`src/hdl/cps_pkg.sv`:
```
// shared types and codes of the point cluster proximity store
package cps_pkg;

    localparam logic [2:0] REQ_ADD   = 3'd0;
    localparam logic [2:0] REQ_NEAR  = 3'd1;
    localparam logic [2:0] REQ_LAST  = 3'd2;
    localparam logic [2:0] REQ_EXIST = 3'd3;
    localparam logic [2:0] REQ_CLEAR = 3'd4;

    localparam logic REG_X_LIMIT = 1'b0;
    localparam logic REG_Y_LIMIT = 1'b1;

    typedef struct packed {
        logic [2:0]  req_type;
        logic [31:0] point_x;
        logic [31:0] point_y;
    } req_item_t;

    typedef struct packed {
        logic        match;
        logic        full_error;
        logic [8:0]  stored_count;
        logic [31:0] box_x_min;
        logic [31:0] box_x_max;
        logic [31:0] box_y_min;
        logic [31:0] box_y_max;
    } rsp_item_t;

    typedef struct packed {
        logic exec_op;
        logic start_scan;
        logic scan_step;
        logic load_scan;
    } cps_cmd_t;

    typedef struct packed {
        logic req_is_scan;
        logic scan_done;
    } cps_stat_t;

endpackage

```
`src/hdl/cps_ctrl.sv`:
```
// controller state machine: handshakes and sequencing of non-scan ops and scans
module cps_ctrl (
    input  logic              clk,
    input  logic              rst_n,
    input  logic              req_valid,
    output logic              req_ready,
    output logic              rsp_valid,
    input  logic              rsp_ready,
    input  cps_pkg::cps_stat_t stat,
    output cps_pkg::cps_cmd_t  cmd
);
    import cps_pkg::*;

    localparam logic [1:0] S_IDLE = 2'd0;
    localparam logic [1:0] S_SCAN = 2'd1;
    localparam logic [1:0] S_DONE = 2'd2;

    logic [1:0] state_reg;
    logic [1:0] state_next;
    logic       rsp_valid_reg;
    logic       rsp_valid_next;
    logic       slot_free;

    assign slot_free = !rsp_valid_reg || rsp_ready;
    assign rsp_valid = rsp_valid_reg;

    always_comb
    begin
        state_next     = state_reg;
        rsp_valid_next = rsp_valid_reg && !rsp_ready;
        req_ready      = 1'b0;
        cmd            = '0;
        case (state_reg)
            S_IDLE:
            begin
                req_ready = slot_free;
                if (req_valid && slot_free)
                begin
                    if (stat.req_is_scan)
                    begin
                        cmd.start_scan = 1'b1;
                        state_next     = S_SCAN;
                    end
                    else
                    begin
                        cmd.exec_op    = 1'b1;
                        rsp_valid_next = 1'b1;
                    end
                end
            end
            S_SCAN:
            begin
                cmd.scan_step = 1'b1;
                if (stat.scan_done)
                begin
                    state_next = S_DONE;
                end
            end
            S_DONE:
            begin
                if (slot_free)
                begin
                    cmd.load_scan  = 1'b1;
                    rsp_valid_next = 1'b1;
                    state_next     = S_IDLE;
                end
            end
            default:
            begin
                state_next = S_IDLE;
            end
        endcase
    end

    always_ff @(posedge clk or negedge rst_n)
    begin
        if (!rst_n)
        begin
            state_reg     <= S_IDLE;
            rsp_valid_reg <= 1'b0;
        end
        else
        begin
            state_reg     <= state_next;
            rsp_valid_reg <= rsp_valid_next;
        end
    end

    a_one_cmd: assert property (@(posedge clk) disable iff (!rst_n)
        $onehot0({cmd.exec_op, cmd.start_scan, cmd.scan_step, cmd.load_scan}))
        else $error("more than one datapath command at once");

    a_scan_entry: assert property (@(posedge clk) disable iff (!rst_n)
        cmd.start_scan |=> state_reg == S_SCAN)
        else $error("scan start did not enter scan state");

    a_load_slot: assert property (@(posedge clk) disable iff (!rst_n)
        cmd.load_scan |-> (!rsp_valid_reg || rsp_ready))
        else $error("scan result loaded over an untaken item");

endmodule

```
`config.mk`:
```
export PLATFORM = sky130hd
export DESIGN_NAME = cps_ctrl
export DESIGN_NICKNAME = d
export VERILOG_FILES = /design/src/hdl/cps_pkg.sv /design/src/hdl/cps_ctrl.sv
export SDC_FILE = /design/constraint.sdc
export NUM_CORES = 1
export LEC_CHECK = 0
export BUFFER_PORTS_ARGS = -buffer_cell sky130_fd_sc_hd__buf_4
export CAP_MARGIN = 20
export CORE_AREA = 4 4 41 43
export DETAILED_ROUTE_END_ITERATION = 7
export DIE_AREA = 0 0 45 47
export PLACE_DENSITY = 0.36
export SYNTH_ARGS = -nofsm -noshare
export SYNTH_HDL_FRONTEND = slang
export SYNTH_SLANG_ARGS = --single-unit
```
`constraint.sdc`:
```
create_clock -name clk -period 1 [get_ports clk]
set_input_delay 0.1 -clock clk [delete_from_list [all_inputs] [get_ports clk]]
set_output_delay 0.1 -clock clk [all_outputs]
set_load 0.02 [all_outputs]
```
# --- Yosys cells after proc, flatten, opt, wreduce, memory -nomap -nowiden ---
# Cells that the tools add are included.
word_totals:
  word_cells: 32
  inputBits: 6
  out_inout_bits: 6
  regBits: 3
classes:
  eq_ne: 6
  n_mux: 17
  n_reduce_logical: 7
op_table:
  columns: ["op", "count"]
  rows:
  - ["two-way mux 2 bit", 6]
  - ["two-way mux 1 bit", 9]
  - ["inequality test 2 bit (second input constant)", 4]
  - ["case mux 2 bit (3 select lines)", 1]
  - ["AND reduction 4 bit", 1]
  - ["equality test 2 x 1 -> 1 bit (second input constant)", 1]
  - ["equality test 2 bit (second input constant)", 1]
  - ["logical AND 1 bit", 2]
  - ["logical NOT 1 bit", 2]
  - ["logical NOT 2 bit", 1]
  - ["case mux 1 bit (2 select lines)", 1]
  - ["logical OR 1 bit", 1]

# --- Logic depth before layout (Yosys ltp) ---
logic_depth:
  word_depth: 5
  ltp_mapped: 3
  depth_no_buf: 3

# --- Worst setup path before layout ---
# OpenSTA, ideal clock, no wires.
synth_path:
  path_type: "register -> output"
  start: "register rsp_valid_reg (netlist: rsp_valid)"
  end: "output cmd[3] (netlist bit)"
  path_slack_ns: -0.372
  t_required_ns: 0.900
  t_arrival_ns: 1.272
  path_buffers: 0
  stages_incl_launch_ff: 4
  cell_sequence: "dfrtp_1 > nor2b_4 > or3_4 > nor3b_2"
synth_rtl:
  columns: ["item", "line", "text"]
  rows:
  - ["from (decl)", "cps_ctrl.sv:20", "logic rsp_valid_reg;"]
  - ["from (signal assigned)", "cps_ctrl.sv:85", "rsp_valid_reg <= rsp_valid_next;"]
  - ["to (decl)", "cps_ctrl.sv:10", "output cps_pkg::cps_cmd_t cmd"]

==> out/metrics.yaml <==
floorplanning:
  dieArea_sq_um: 2115
  rows: 13
  top_level_ports: 12
  die_h_microns: 47
  core_area_sq_um: 1301
  floorplan.die.width_microns: 45
  initial_core_util_pct: 14.04
detailed_routing:
  drt_iter0_markers: 0
  drtPass1Iterations: 1
  drcViolationCount: 0
  viasPerCell: 3.929
  wl_per_cell_microns: 9.071
  vias: 220
  wirelength_microns: 508
  ant_nets: 0
cells_and_area:
  fillCellCount: 141
  mostFrequentLayoutCells: "8 x buf_4, 8 x buf_6, 3 x inv_1, 3 x clkbuf_4"
  utilization_pct: 32.88
  seqCellArea_sq_um: 76.32
  largest_reg_flops: 2
  layout-drive-gt1-share_pct: 73.17
  multi_input_area_sq_um: 131.4
  final_area_sq_um: 427.9
  antenna_cells: 0
  area_growth_pct: 134.2
  nets: 48
critical_path:
  required_ns: 0.90
  start_kind: "flip-flop"
  path_max_fanout: 4
  critical_path_arrival_ns: 1.43
  crit_type: "flip-flop to primary output"
  endpoint_kind: "primary output"
clock_network:
  cts_root_buf: "clkbuf_4"
  clk_latency_ns: 0.23
  clk_pin_slew_ns: 0.04
  cts_made_buffers: 3
  htree_levels: 1
  cts_sinks: 3
  clockBufferDepth: 2
  cts_tree: "yes"
sta:
  tns_ns: -1.971
  worst_pin_slew_ns: 0.1945
  fin_worst_skew_ns: 0.0004319
  finalCritPeriodShare_pct: 153.3
  max_slew_margin_pct: 86.90
  fin_ws_ns: -0.5327
  hold_viol_final: 0
  period_needed_ns: 1.533
  slew_violations: 0
  grt_setup_unrepaired: "true"
  setup_viol: 6
  max_freq_mhz: 652.4
global_route:
  antenna_found_initial: 0
  overflow: 0
  grt.total_usage_pct: 5.468
  grt_pass1_vias: 211
  grt_max_degree: 5
  grt_pass1_wl_microns: 772
place:
  io_buffer_count: 11
  place_ws_ns: -0.3159
  dpl_cell_area_sq_um: 316.6
  finalWeightedCongestion: 0.7270
pwr:
  power_leakage_uw: 0.0002098
  pwr_density_cell_nw_per_um2: 1925
  power_uw: 823.6
  peakVddDrop_mv: 0.7788
flow_run:
  maxCapViolations: 0
synth:
  synth_area_per_cell_sq_um: 9.134
  ys_seq_area_share_pct: 41.10
  syn_inst: 20
  yosysWarnings: 0
  ys_seq_elements: 3
  synth.distinct_cells: 12
  synth.net_count: 26
  synth_area_sq_um: 182.7
outcome:
  outcome: "finished, violations left"
  violations: "negative setup slack"
worst_hold_path:
  hold_class: "input port to flip-flop"
what timing repair did:
action	4_1_cts	5_1_grt
gates cloned	0	0
buffers inserted	0	2
resized for setup	11	3
hold buffers	1	0
hold endpoints to repair	3	0
pin swaps	3	2
endpoints found under the setup margin	8	7
path summary, 6_finish.rpt:
kind / startpoint / slack [ns] / cells after the start / endpoint
worst max-delay path: rsp_valid / -0.53 / 4 / cmd[3]
max in group asynchronous: rst_n / 0.71 / 2 / rsp_valid
worst max register to register: rsp_valid / -0.26 / 4 / state_reg[0]
worst min register to register: state_reg[0] / 0.63 / 2 / rsp_valid
worst min-delay path: stat[0] / 0.06 / 2 / state_reg[0]
min in group asynchronous: rst_n / 0.19 / 2 / state_reg[0]
synthesized netlist by cell type, drive strengths merged:
master | count | share of area, %
a21oi | 1 | 2.7
nand2 | 1 | 2.1
nor2b | 1 | 7.5
nand2b | 2 | 6.8
o21ai | 1 | 2.7
o22ai | 2 | 6.8
or2b | 1 | 4.8
dfrtp | 3 | 41
nor3b | 1 | 6.8
inv | 4 | 8.2
or3 | 1 | 6.2
nor2 | 2 | 4.1
critical path, stage by stage, from the launching register on:
cell and delay (ns):
dfrtp_2 0.39, nor2b_4 0.12, or3_4 0.36, nor3b_4 0.19, buf_6 0.14
final cells by class:
type | instances | share of cell area, %
Timing Repair Buffer | 17 | 37.43
Inverter | 4 | 3.509
Clock buffer | 4 | 6.140
Sequential cell | 3 | 17.84
Multi-Input combinational cell | 13 | 30.70
Tap cell | 15 | 4.386
power by group:
| part | internal [uW] | switching [uW] |
|---|---|---|
| Combinational | 259 | 190 |
| Clock | 149 | 62.1 |
| Sequential | 148 | 15.1 |
| Total | 556 | 267 |
logic make-up after synthesis:
| group | synth area share, % |
|---|---|
| flip-flops | 41.09 |
| AO/OA/AOI/OAI | 12.32 |
| AND/OR/NAND/NOR | 38.35 |
| buffers and inverters | 8.217 |
routing by layer:
layer | global-route usage, % | part of all wire, %
met1 | 5.734 | 40
met3 | 1.533 | 12
met5 | 0 | 0
met4 | 7.018 | 3.7
met2 | 7.910 | 44
per-stage QoR:
stage	hold WS (ns)	cells
after CTS	0.05958	54
after global placement	-0.1107	49
after detailed placement	-0.1099	49
after floorplan	-0.1956	20
final	0.05846	56
after global routing	0.05978	56
Note: power is estimated with default switching activity, not from simulation.
